### src/sv/obl_pkg.sv
`timescale 1ns / 1ps
// Shared constants, request codes and control struct for the byte log ring.
package obl_pkg;

  localparam int unsigned CAPACITY = 4096;
  localparam int unsigned IDX_W    = $clog2(CAPACITY);
  localparam int unsigned FILL_W   = IDX_W + 1;
  localparam int unsigned POS_W    = 12;
  localparam int unsigned BYTE_W   = 8;

  typedef enum logic [1:0] {
    REQ_APPEND = 2'd0,
    REQ_READ   = 2'd1,
    REQ_CLEAR  = 2'd2,
    REQ_NOP    = 2'd3
  } req_e;

  typedef struct packed {
    logic              wr_en;
    logic [IDX_W-1:0]  wr_addr;
    logic [BYTE_W-1:0] wr_data;
    logic              rd_en;
    logic [IDX_W-1:0]  rd_addr;
    logic              byte_valid;
    logic [FILL_W-1:0] fill;
    logic              wrapped;
  } ctrl_t;

endpackage

### src/sv/obl_ctrl.sv
`timescale 1ns / 1ps
// Write index, wrapped mark and per-beat address and status decode.
module obl_ctrl (
  input  logic                        clk_i,
  input  logic                        rst_ni,
  input  logic                        accept_i,
  input  logic [1:0]                  req_type_i,
  input  logic [obl_pkg::BYTE_W-1:0]  data_byte_i,
  input  logic [obl_pkg::POS_W-1:0]   position_i,
  output obl_pkg::ctrl_t              ctrl_o
);
  import obl_pkg::*;

  logic [IDX_W-1:0]  widx_q, widx_d;
  logic              wrap_q, wrap_d;
  logic [IDX_W-1:0]  widx_inc;
  logic [FILL_W-1:0] fill_cur;
  logic              in_range;
  req_e              req;

  assign req      = req_e'(req_type_i);
  assign widx_inc = widx_q + IDX_W'(1);
  assign fill_cur = wrap_q ? FILL_W'(CAPACITY) : {1'b0, widx_q};
  assign in_range = FILL_W'(position_i) < fill_cur;

  always_comb begin
    widx_d         = widx_q;
    wrap_d         = wrap_q;
    ctrl_o.wr_en   = 1'b0;
    ctrl_o.rd_en   = 1'b0;
    ctrl_o.byte_valid = 1'b0;
    ctrl_o.wr_addr = widx_q;
    ctrl_o.wr_data = data_byte_i;
    ctrl_o.rd_addr = wrap_q ? (widx_q + IDX_W'(position_i)) : IDX_W'(position_i);
    case (req)
      REQ_APPEND: begin
        ctrl_o.wr_en = accept_i;
        widx_d       = widx_inc;
        if (widx_inc == '0) begin
          wrap_d = 1'b1;
        end
      end
      REQ_READ: begin
        ctrl_o.rd_en      = accept_i && in_range;
        ctrl_o.byte_valid = in_range;
      end
      REQ_CLEAR: begin
        widx_d = '0;
        wrap_d = 1'b0;
      end
      default: begin
      end
    endcase
    ctrl_o.fill    = wrap_d ? FILL_W'(CAPACITY) : {1'b0, widx_d};
    ctrl_o.wrapped = wrap_d;
  end

  always_ff @(posedge clk_i or negedge rst_ni) begin
    if (!rst_ni) begin
      widx_q <= '0;
      wrap_q <= 1'b0;
    end else if (accept_i) begin
      widx_q <= widx_d;
      wrap_q <= wrap_d;
    end
  end

endmodule

### config.mk
export PLATFORM = sky130hd
export DESIGN_NAME = obl_ctrl
export DESIGN_NICKNAME = d
export VERILOG_FILES = /design/src/sv/obl_pkg.sv /design/src/sv/obl_ctrl.sv
export SDC_FILE = /design/constraint.sdc
export NUM_CORES = 1
export LEC_CHECK = 0
export ABC_AREA = 1
export BUFFER_PORTS_ARGS = -buffer_cell sky130_fd_sc_hd__clkbuf_2
export CAP_MARGIN = 20
export CORE_MARGIN = 5
export CORE_UTILIZATION = 25
export CTS_BUF_LIST = sky130_fd_sc_hd__clkbuf_8
export CTS_CLUSTER_DIAMETER = 60
export DETAILED_ROUTE_END_ITERATION = 8
export PLACE_DENSITY = 0.49
export SLEW_MARGIN = 10
export SYNTH_ARGS = -nofsm -noshare
export SYNTH_HDL_FRONTEND = slang
export SYNTH_SLANG_ARGS = --single-unit
### constraint.sdc
create_clock -name clk_i -period 6.4 [get_ports clk_i]
set_input_delay 0.96 -clock clk_i [delete_from_list [all_inputs] [get_ports clk_i]]
set_output_delay 0.96 -clock clk_i [all_outputs]
set_load 0.005 [all_outputs]
=== Word-level counts from Yosys, hierarchy flattened ===
Cells that the tools add are included.

* Logic and storage cells: 19
* Register bits after elaboration: 13

* $lt $le $gt $ge: 1
* Equal/unequal tests: 2
* Multiplexer cells: 9
* Reduce and logical (&&, ||, !) cells: 3
* Add/sub/neg operators: 2

{| class="wikitable"
|+ Operators with widths
! operator !! number
|-
| two-way mux 13 bit || 2
|-
| case mux 12 bit (2 select lines) || 1
|-
| < comparator 12 x 13 -> 1 bit || 1
|-
| adder 12 x 1 -> 12 bit, second input constant || 1
|-
| adder 12 bit || 1
|-
| zero test 12 bit || 1
|-
| two-way mux 12 bit || 1
|-
| two-way mux 1 bit || 4
|-
| == test 2 x 1 -> 1 bit, second input constant || 1
|-
| == test 2 bit, second input constant || 1
|-
| zero test 2 bit || 1
|-
| case mux 1 bit (2 select lines) || 1
|-
| logical AND 1 bit || 1
|}

=== Longest topological paths before layout ===
Gate-level depths: netlist (run 1).

* Word-level depth: 5
* Mapped depth: 12

=== Worst setup path after synthesis (run 1) ===
No wires, ideal clock.

* Path kind: input to output
* Start: input position_i[0] in the netlist's numbering
* End: output ctrl_o[21] in the netlist's numbering
* Setup slack: 3297 ps
* Cell stages on the path: 7
* Arrival time: 2143 ps
* Path through: ha_1 > fa_1 > nand3_1 > nand2_1 > a21oi_1 > nand2_1 > a31oi_1

{| class="wikitable"
|+ RTL lines
! item !! line !! RTL
|-
| start: declaration || obl_ctrl.sv:9 || <nowiki>input logic [obl_pkg::POS_W-1:0] position_i,</nowiki>
|-
| end: declaration || obl_ctrl.sv:10 || <nowiki>output obl_pkg::ctrl_t ctrl_o</nowiki>
|}

==> qor.yml, run 1 <==
critical_path:
  cp-end-kind: "output port"
  start_kind: "register"
  slowest_delay_ns: 0.62
  rr_startpoint: "widx_q[1]"
  cp.required_ns: 5.44
  slowest_stage: "inv_1"
  r2r-end: "wrap_q"
  ff2ff_setup_slack_ns: 4.15
  critPathArrivalTime_ns: 2.74
  path_cells: "inv_1 -> nand2_1 -> ha_1 -> nand2_1 -> inv_1 -> o21ai_0 -> nand2_1 -> a21oi_1 -> nand3_1 -> nor2_1 -> clkbuf_2"
  crit_path_max_fanout: 24
  cpMostUsedCell: "nand2_1"
  worstSetupPathType: "reg -> out"
  ff2ff_path_depth: 11
sta:
  max_freq_mhz: 270.5
  fin_crit_ns: 3.697
  setup_violations: 0
  slew_headroom: 0.5374
  worst_pin_slew_ns: 0.6931
  hold_violations: 0
  slew_viol_final: 0
  rsz0062_at_grt: "false"
  setup_tns_ns: 0
  period_share: 0.5776
  finClkSkew_ns: 0.002886
synthesis:
  syn_area_sq_mm: 0.002106
  ys_seq_area_frac: 0.1545
  synth_area_per_cell_sq_um: 5.899
  ys_warn_count: 0
  netlist_instances: 357
  ys_types: 28
  syn_nets: 407
  ys_ff_latch: 13
detailed_routing:
  num_vias: 2361
  drtIter0Drc: 93
  antenna_left: 0
  finalWirelength_um: 6559
  routedWlPerCell_um: 13.04
  drt_pass1_iterations: 6
  via_per_inst: 4.694
  drc: 0
power_and_ir_drop:
  p_per_area_mw_per_mm2: 122.0
  p_leak_nw: 1.249
  ir_drop_mv: 0.05322
cells_and_area:
  drive_above_1_share: 0.1709
  area_growth_pct: 15.98
  nNetsFinal: 449
  num_antenna_cells: 0
  fillers: 945
  final_cell_count_no_fill: 503
cts:
  clkLatencyLatePin_ns: 0.24
  cts.clk_slew.worst_paths_ns: 0.06
  cts_tree: "built"
  cts_buffers: 3
  cts.sink_count: 13
  clockRootBuffer: "clkbuf_8"
  ctsHoldBuffers: 0
  cts_htree_levels: 1
  cts_setup_buffers: 0
  cts_resized: 0
  cts_buffer_depth: 2
place:
  post-place-cells: 499
  place_hpwl_um: 5434
  portBuffers: 57
  place_congestion: 0.8590
global_routing:
  grt_overflow: 0
  grt_pass1_vias: 2355
  gr-usage-all-layers: 0.1298
  grt_antenna_before_repair: 0
  grt_first_pass_wirelength_um: 10960
  grt_max_degree: 25
die:
  row_count: 33
  io_pins: 74
  die_width_um: 101.8
  die_area_sq_mm: 0.01036
  core_area_sq_mm: 0.008217
  die_height_um: 101.8
  start_util: 0.2563
job:
  max-cap-violations: 0
worst_hold_path:
  holdCritPathClass: "in -> async"
run_status:
  status: "finished, final reports clean"
## how the worst max path moves through the flow
| stage | start | end | slack, ns | cells past startpoint |
|---|---|---|---|---|
| global route | wrap_q | ctrl_o[27] | 2.44 | 11 |
| floorplan | position_i[0] | ctrl_o[21] | 3.30 | 7 |
| detailed placement | position_i[0] | ctrl_o[21] | 2.92 | 9 |
| finish | wrap_q | ctrl_o[27] | 2.70 | 11 |
| global placement | wrap_q | ctrl_o[27] | 2.92 | 11 |
| CTS | wrap_q | ctrl_o[27] | 2.66 | 11 |
## critical path, delay by kind of cell, from the launching register on
family	cells	cell delay [ns]
buffers and inverters	3	0.77
DFF	1	0.59
and+or+nand+nor	5	0.53
adders and majority gates	1	0.31
AOI/OAI and AO/OA	2	0.28
## metal layers
| metal | GRT usage | part of all wire |
|---|---|---|
| met5 | 0 | 0 |
| met4 | 0.02658 | 0.0053 |
| met3 | 0.01309 | 0.046 |
| met2 | 0.2359 | 0.49 |
| met1 | 0.1657 | 0.46 |
## layout make-up
cell class | count | area, sq um | area share
Multi-Input combinational cell | 277 | 1479 | 0.6055
Timing Repair Buffer | 57 | 285.3 | 0.1168
Clock inverter | 1 | 3.754 | 0.001537
Inverter | 47 | 176.4 | 0.07223
Tap cell | 105 | 131.4 | 0.05379
Sequential cell | 13 | 325.3 | 0.1332
Clock buffer | 3 | 41.29 | 0.01691
## synthesized netlist by cell type
cell | count | share of area
nand2_1 | 109 | 0.19
inv_1 | 47 | 0.084
nor2_1 | 37 | 0.066
o21ai_0 | 29 | 0.069
nand3_1 | 25 | 0.059
ha_1 | 24 | 0.14
a21oi_1 | 14 | 0.033
dfrtp_1 | 13 | 0.15
buf_4 | 11 | 0.039
a31oi_1 | 7 | 0.021
nand4_1 | 7 | 0.021
clkbuf_1 | 6 | 0.011
o22ai_1 | 6 | 0.018
nor3_1 | 3 | 0.0071
or2_2 | 3 | 0.0089
nor2_2 | 2 | 0.0059
xnor2_1 | 2 | 0.0083
xor2_1 | 2 | 0.0083
a22oi_1 | 1 | 0.0036
buf_1 | 1 | 0.0018
buf_6 | 1 | 0.0053
clkbuf_2 | 1 | 0.0024
fa_1 | 1 | 0.0095
nand3_2 | 1 | 0.0048
nor2_4 | 1 | 0.0053
o21bai_1 | 1 | 0.0036
o21bai_4 | 1 | 0.0089
o221ai_1 | 1 | 0.0042
## through the flow
step	util	setup slack, ns	instance area, sq um	hold slack (ns)	total power [mW]
4_1_cts	0.2972	2.662	2442	0.6218	0.3027
5_1_grt	0.2972	2.439	2442	0.6432	0.3233
2_1_floorplan	-	3.297	2106	0.6274	0.1848
3_3_place_gp	0.2918	2.921	2397	0.6881	0.2273
3_5_place_dp	0.2918	2.917	2397	0.6998	0.2283
6_report	0.2972	2.703	2442	0.6080	0.2980
## registers in the layout, summed over array words and instances (netlist names)
name	flops
wrap_q	1
widx_q	12
## power by group
group / total (mW) / internal [mW] / switching, mW / leakage [nW]
combinational: 0.122 / 0.0492 / 0.0726 / 1.04
clock: 0.0737 / 0.0424 / 0.0313 / 0.0269
sequential: 0.103 / 0.0862 / 0.0163 / 0.179
total: 0.298 / 0.178 / 0.120 / 1.25
## cells in the final DEF, fill, tap and decap left out
cell type,Yosys,routed
or2_2,3,3
o22ai_1,6,6
nor2_1,37,37
nand2_1,109,109
a22oi_1,1,1
nor2_2,2,2
a31oi_1,7,7
o21ai_0,29,29
nor3_1,3,3
nand3_1,25,25
clkbuf_8,0,3
clkbuf_2,1,57
xnor2_1,2,2
inv_1,47,48
nand4_1,7,7
ha_1,24,24
o21bai_4,1,1
dfrtp_1,13,13
o21bai_1,1,1
o221ai_1,1,1
nor2_4,1,1
fa_1,1,1
a21oi_1,14,14
xor2_1,2,2
nand3_2,1,1
## cells by family (layout without fill, tap and decap cells)
logic type | after synthesis | count (layout) | share of synthesized area
AND/OR/NAND/NOR | 188 | 188 | 0.3725
buffers and inverters | 67 | 108 | 0.1432
AO/OA/AOI/OAI | 60 | 60 | 0.1610
adder cells (fa/ha/maj) | 25 | 25 | 0.1521
flip-flops | 13 | 13 | 0.1545
XOR/XNOR | 4 | 4 | 0.01664
Note: power is estimated with default switching activity, not from simulation.
==> run 2: changes to the inputs <==
Settings changed: PLACE_DENSITY 0.49 to 0.5.
Clock period 6.4 ns to 3.3 ns, I/O delays scaled along.
==> run 2 against run 1 <==
Net effect: die area did not move; cell count rose by 0.80%; final area rose by 1.3%; critical path type unchanged.
==> qor.yml, run 2 (same netlist as run 1, synthesis figures left out) <==
run_status:
  status: "finished, final reports clean"
critical_path:
  crit_family: "simple AND/OR/NAND/NOR gates"
  slowest_stage: "dfrtp_1"
  ff2ff_path_depth: 11  # unchanged
  r2r-end: "wrap_q"
  crit_path_max_fanout: 15  # -38%
  slowest_delay_ns: 0.55  # -0.07 ns
  critPathArrivalTime_ns: 2.36  # -0.38 ns
  cp-end-kind: "output port"
  worstSetupPathType: "reg -> out"
  ff2ff_setup_slack_ns: 1.18  # -2.97 ns
  cp.required_ns: 2.80  # -2.64 ns
  path_cells: "ha_1 -> nand3_2 -> nor2_2 -> nand2_1 -> nand2_1 -> nand2_1 -> nor2_1 -> nand2_1 -> o21bai_4 -> nor2_1 -> clkbuf_2"
  cpMostUsedCell: "nand2_1"
  rr_startpoint: "widx_q[0]"
  start_kind: "register"
  worst-path-buf-inv: 1  # -2
sta:
  finClkSkew_ns: 0.006127  # +0.003241 ns
  fin_crit_ns: 2.852
  worst_pin_slew_ns: 0.4094  # -0.2837 ns
  slew_headroom: 0.7263  # +0.1889
  hold_violations: 0  # unchanged
  setup_violations: 0  # unchanged
  rsz0062_at_grt: "false"
  whs_ns: 0.1497  # -0.4583 ns
  setup_tns_ns: 0  # unchanged
  max_freq_mhz: 350.6
  period_share: 0.8642
  slew_viol_final: 0  # unchanged
detailed_routing:
  routedWlPerCell_um: 12.89  # -1.2%
  drc: 0  # unchanged
  antenna_left: 0  # unchanged
  via_per_inst: 4.738  # +0.93%
  num_vias: 2402  # +1.7%
  drtIter0Drc: 59  # -37%
  drt_pass1_iterations: 4  # -2
  finalWirelength_um: 6534  # -0.38%
cts:
  clkLatencyLatePin_ns: 0.25  # about the same
  cts_tree: "built"
  cts_buffers: 3  # unchanged
  cts_htree_levels: 1  # unchanged
  cts_setup_buffers: 0  # unchanged
  cts.sink_count: 13  # unchanged
  ctsHoldBuffers: 0  # unchanged
  cts.clk_slew.worst_paths_ns: 0.06  # about the same
  cts_resized: 0  # unchanged
  cts_buffer_depth: 2  # unchanged
  clockRootBuffer: "clkbuf_8"
power_and_ir_drop:
  power.internal_mw: 0.3535  # +99%
  p_per_area_mw_per_mm2: 238.0  # +95%
  p_leak_nw: 1.268  # +1.5%
  p_comb_frac: 0.439  # +0.030
  ir_drop_mv: 0.1729  # +220%
  p_clk_frac: 0.250  # +0.003
  p_seq_frac: 0.311  # -0.033
  switching_share: 0.3996  # -0.003878
  p_switching_mw: 0.2352  # +96%
  power_mw: 0.5887  # +98%
cells_and_area:
  largest_reg_flops: 12  # unchanged
  multi_input_area_sq_mm: 0.001479  # unchanged
  nNetsFinal: 453  # +0.89%
  seq_area_sq_um: 325.3  # unchanged
  layout.cells.most_common: "nand2_1"
  stdcell_area_sq_mm: 0.002474  # +1.3%
  final_cell_count_no_fill: 507  # +0.80%
  fillers: 983  # +4.0%
  drive_above_1_share: 0.1816  # +0.01074
  area_growth_pct: 17.47
  num_antenna_cells: 0  # unchanged
  regMostFlops: "widx_q"
  top_regs: "widx_q x12, wrap_q x1"
  layout_common_cells: "109 x nand2_1, 57 x clkbuf_2, 47 x inv_1"
die:
  io_pins: 74  # unchanged
  row_count: 33  # unchanged
  die_area_sq_mm: 0.01036  # unchanged
  core_area_sq_mm: 0.008217  # unchanged
  die_height_um: 101.8  # unchanged
  die_width_um: 101.8  # unchanged
  start_util: 0.2563  # unchanged
place:
  portBuffers: 57  # unchanged
  post-place-cells: 503  # +0.80%
  place_congestion: 0.8566  # -0.28%
  dpl_cell_area_sq_mm: 0.002427  # +1.3%
  place_hpwl_um: 5502  # +1.3%
global_routing:
  grt_pass1_vias: 2436  # +3.4%
  grt_max_degree: 23  # -8.0%
  grt_first_pass_wirelength_um: 11140  # +1.6%
  gr-usage-all-layers: 0.1313  # +0.001538
  grt_overflow: 0  # unchanged
  grt_antenna_before_repair: 0  # unchanged
worst_hold_path:
  holdCritPathClass: "in -> async"
job:
  max-cap-violations: 0  # unchanged
[run 2: cell count changes in the layout (fill, tap and decap cells not counted), sizes merged]
cell,change
clkinv,+1
buf,+4
inv,-1
[run 2: power by group through the flow]
stage / sequential [mW] / clock, mW / combinational [mW]
2_1_floorplan: 0.182 / 0 / 0.176
3_3_place_gp: 0.186 / 0 / 0.262
3_5_place_dp: 0.187 / 0 / 0.264
4_1_cts: 0.184 / 0.152 / 0.265
5_1_grt: 0.185 / 0.158 / 0.300
6_report: 0.183 / 0.147 / 0.258
[run 2: stage by stage]
step	setup slack (ns)	utilization
final	0.4481	0.3011
after global routing	0.09943	0.3011
after CTS	0.3931	0.3011
after detailed placement	0.6823	0.2954
after global placement	0.7475	0.2954
after floorplan	0.9548	-
[run 2: layer usage]
metal / share of wire / vias up / global-route usage
met2: 0.50 / 55 / 0.2384
met1: 0.44 / 1104 / 0.1647
met4: 0.0086 / 0 / 0.03783
met5: 0 / - / 0
li1: - / 1237 / -
met3: 0.047 / 6 / 0.01102
[run 2: how the worst max path moves through the flow]
stage | startpoint | to | slack (ns) | depth (start not counted)
final | widx_q[0] | ctrl_o[2] | 0.45 | 11
after global routing | widx_q[0] | ctrl_o[6] | 0.1 | 11
after CTS | wrap_q | ctrl_o[27] | 0.39 | 12
after detailed placement | wrap_q | ctrl_o[27] | 0.68 | 12
after global placement | position_i[0] | ctrl_o[21] | 0.75 | 9
after floorplan | wrap_q | ctrl_o[27] | 0.95 | 12
[run 2: layout make-up]
| class | instances | share of cell area |
|---|---|---|
| Clock buffer | 3 | 0.01669 |
| Clock inverter | 1 | 0.002023 |
| Inverter | 47 | 0.07132 |
| Multi-Input combinational cell | 277 | 0.5979 |
| Sequential cell | 13 | 0.1315 |
| Tap cell | 105 | 0.05311 |
| Timing Repair Buffer | 61 | 0.1275 |
==> run 3: changes to the inputs <==
Settings changed: CORE_UTILIZATION 25 to 45, PLACE_DENSITY 0.5 to 0.79.
==> run 3 against run 2 <==
Net effect: hold slack worse by 0.011 ns; critical path depth stayed put; core utilization is 24 points higher; critical endpoint is now ctrl_o[27]; highest routed layer unchanged.
==> qor.yml, run 3 (same netlist as run 1, synthesis figures left out) <==
run_status:
  status: "finished, final reports clean"
cts:
  cts.clk_slew.worst_paths_ns: 0.06  # about the same
  clkLatencyLatePin_ns: 0.25  # about the same
  cts_resized: 0  # unchanged
  cts_setup_buffers: 0  # unchanged
  cts_buffers: 3  # unchanged
  cts.sink_count: 13  # unchanged
  ctsHoldBuffers: 0  # unchanged
  cts_htree_levels: 1  # unchanged
  cts_tree: "built"
  clockRootBuffer: "clkbuf_8"
  cts_buffer_depth: 2  # unchanged
cells_and_area:
  layout.cells.most_common: "nand2_1"
  drive_above_1_share: 0.1750  # -0.006592
  post-route-util: 0.5380  # +0.2370
  num_antenna_cells: 0  # unchanged
  layout_common_cells: "109 x nand2_1, 57 x clkbuf_2, 48 x inv_1"
  largest_reg_flops: 12  # unchanged
  nNetsFinal: 451  # -0.44%
  area_growth_pct: 13.55
  top_regs: "widx_q x12, wrap_q x1"
  regMostFlops: "widx_q"
job:
  max-cap-violations: 0  # unchanged
global_routing:
  grt_antenna_before_repair: 0  # unchanged
  grt_pass1_vias: 2359  # -3.2%
  gr-usage-all-layers: 0.2010  # +0.06967
  grt_overflow: 0  # unchanged
  grt_first_pass_wirelength_um: 10430  # -6.4%
  grt_max_degree: 25  # +8.7%
sta:
  layout_setup_ws_ns: 0.4035  # -0.04463 ns
  rsz0062_at_grt: "false"
  max_freq_mhz: 345.2  # -1.5%
  period_share: 0.8777  # +0.01353
  finClkSkew_ns: 0.001366  # -0.004762 ns
  setup_tns_ns: 0  # unchanged
  hold_violations: 0  # unchanged
  worst_pin_slew_ns: 0.6821  # +0.2727 ns
  fin_crit_ns: 2.897  # +0.04463 ns
  slew_headroom: 0.5447  # -0.1816
  setup_violations: 0  # unchanged
  slew_viol_final: 0  # unchanged
critical_path:
  critPathArrivalTime_ns: 2.40  # +0.04 ns
  crit_path_max_fanout: 24  # +9
  start_kind: "register"
  cp.required_ns: 2.80  # about the same
  cp-end-kind: "output port"
  worstSetupPathType: "reg -> out"
worst_hold_path:
  holdCritPathClass: "in -> async"
detailed_routing:
  num_vias: 2406  # +0.17%
  antenna_left: 0  # unchanged
  finalWirelength_um: 5945  # -9.0%
  drc: 0  # unchanged
  drt_pass1_iterations: 5  # +1
  routedWlPerCell_um: 13.15  # +2.1%
  drtIter0Drc: 110  # +86%
  via_per_inst: 5.323  # +12%
power_and_ir_drop:
  power_mw: 0.5809  # -1.3%
  p_leak_nw: 1.259  # -0.64%
  ir_drop_mv: 0.2073  # +20%
  p_per_area_mw_per_mm2: 243.0  # +2.1%
place:
  place_hpwl_um: 4801  # -13%
  pre_cts_ws_ns: 0.6720  # -0.01027 ns
  place_congestion: 0.9098  # +6.2%
  portBuffers: 57  # unchanged
die:
  row_count: 24  # -27%
  die_area_sq_mm: 0.006147  # -41%
  io_pins: 74  # unchanged
  die_width_um: 78.41  # -23%
  start_util: 0.4738  # +0.2175
  die_height_um: 78.41  # -23%
  core_area_sq_mm: 0.004444  # -46%
[run 3: cell types whose count changed in the layout (fill, tap and decap cells not counted)]
cell and delta:
buf_4 -2, clkinv_2 -1, inv_1 +1
[run 3: area by class of cell]
class                           count  area [sq um]
Tap cell                           52         65.06
Clock buffer                        3         41.29
Multi-Input combinational cell    277          1479
Inverter                           47         176.4
Sequential cell                    13         325.3
Clock inverter                      1         3.754
Fill cell                         474          2053
Timing Repair Buffer               59         300.3
[run 3: worst max-delay path, stage by stage, from the launching register on]
cell	delay, ns
dfrtp_1	0.37
inv_1	0.51
nand2_1	0.12
ha_1	0.32
nand2_1	0.07
inv_1	0.03
o21ai_0	0.14
nand2_1	0.07
a21oi_1	0.14
nand3_1	0.12
nor2_1	0.13
clkbuf_2	0.13
[run 3: stage by stage]
step	cell area (sq um)	hold WS [ns]	std cells
after CTS	2391	0.1538	452
final	2391	0.1391	452
after floorplan	2106	0.1994	357
after detailed placement	2346	0.4175	448
after global placement	2346	0.4129	448
after global routing	2391	0.1743	452
[run 3: power by group]
group,switching [mW],total [mW],internal [mW]
clock network,0.0648,0.147,0.0825
logic,0.146,0.245,0.0986
registers,0.0212,0.189,0.167
[run 3: path summary, 6_finish.rpt]
kind	startpoint	endpoint	slack [ns]	cells after the start
worst max-delay path	wrap_q	ctrl_o[27]	0.40	11
min in group clk_i	req_type_i[0]	widx_q[1]	0.65	3
worst min-delay path	rst_ni	widx_q[8]	0.14	1
worst min register to register	widx_q[11]	widx_q[11]	0.67	2
worst max register to register	widx_q[0]	wrap_q	1.16	11
max in group asynchronous	rst_ni	widx_q[1]	2.91	1
[run 3: routing by layer]
metal  global-route usage  share of wire
met1               0.2564           0.46
met3              0.02517          0.065
met4              0.05594          0.013
met2               0.3562           0.46
met5                    0              0
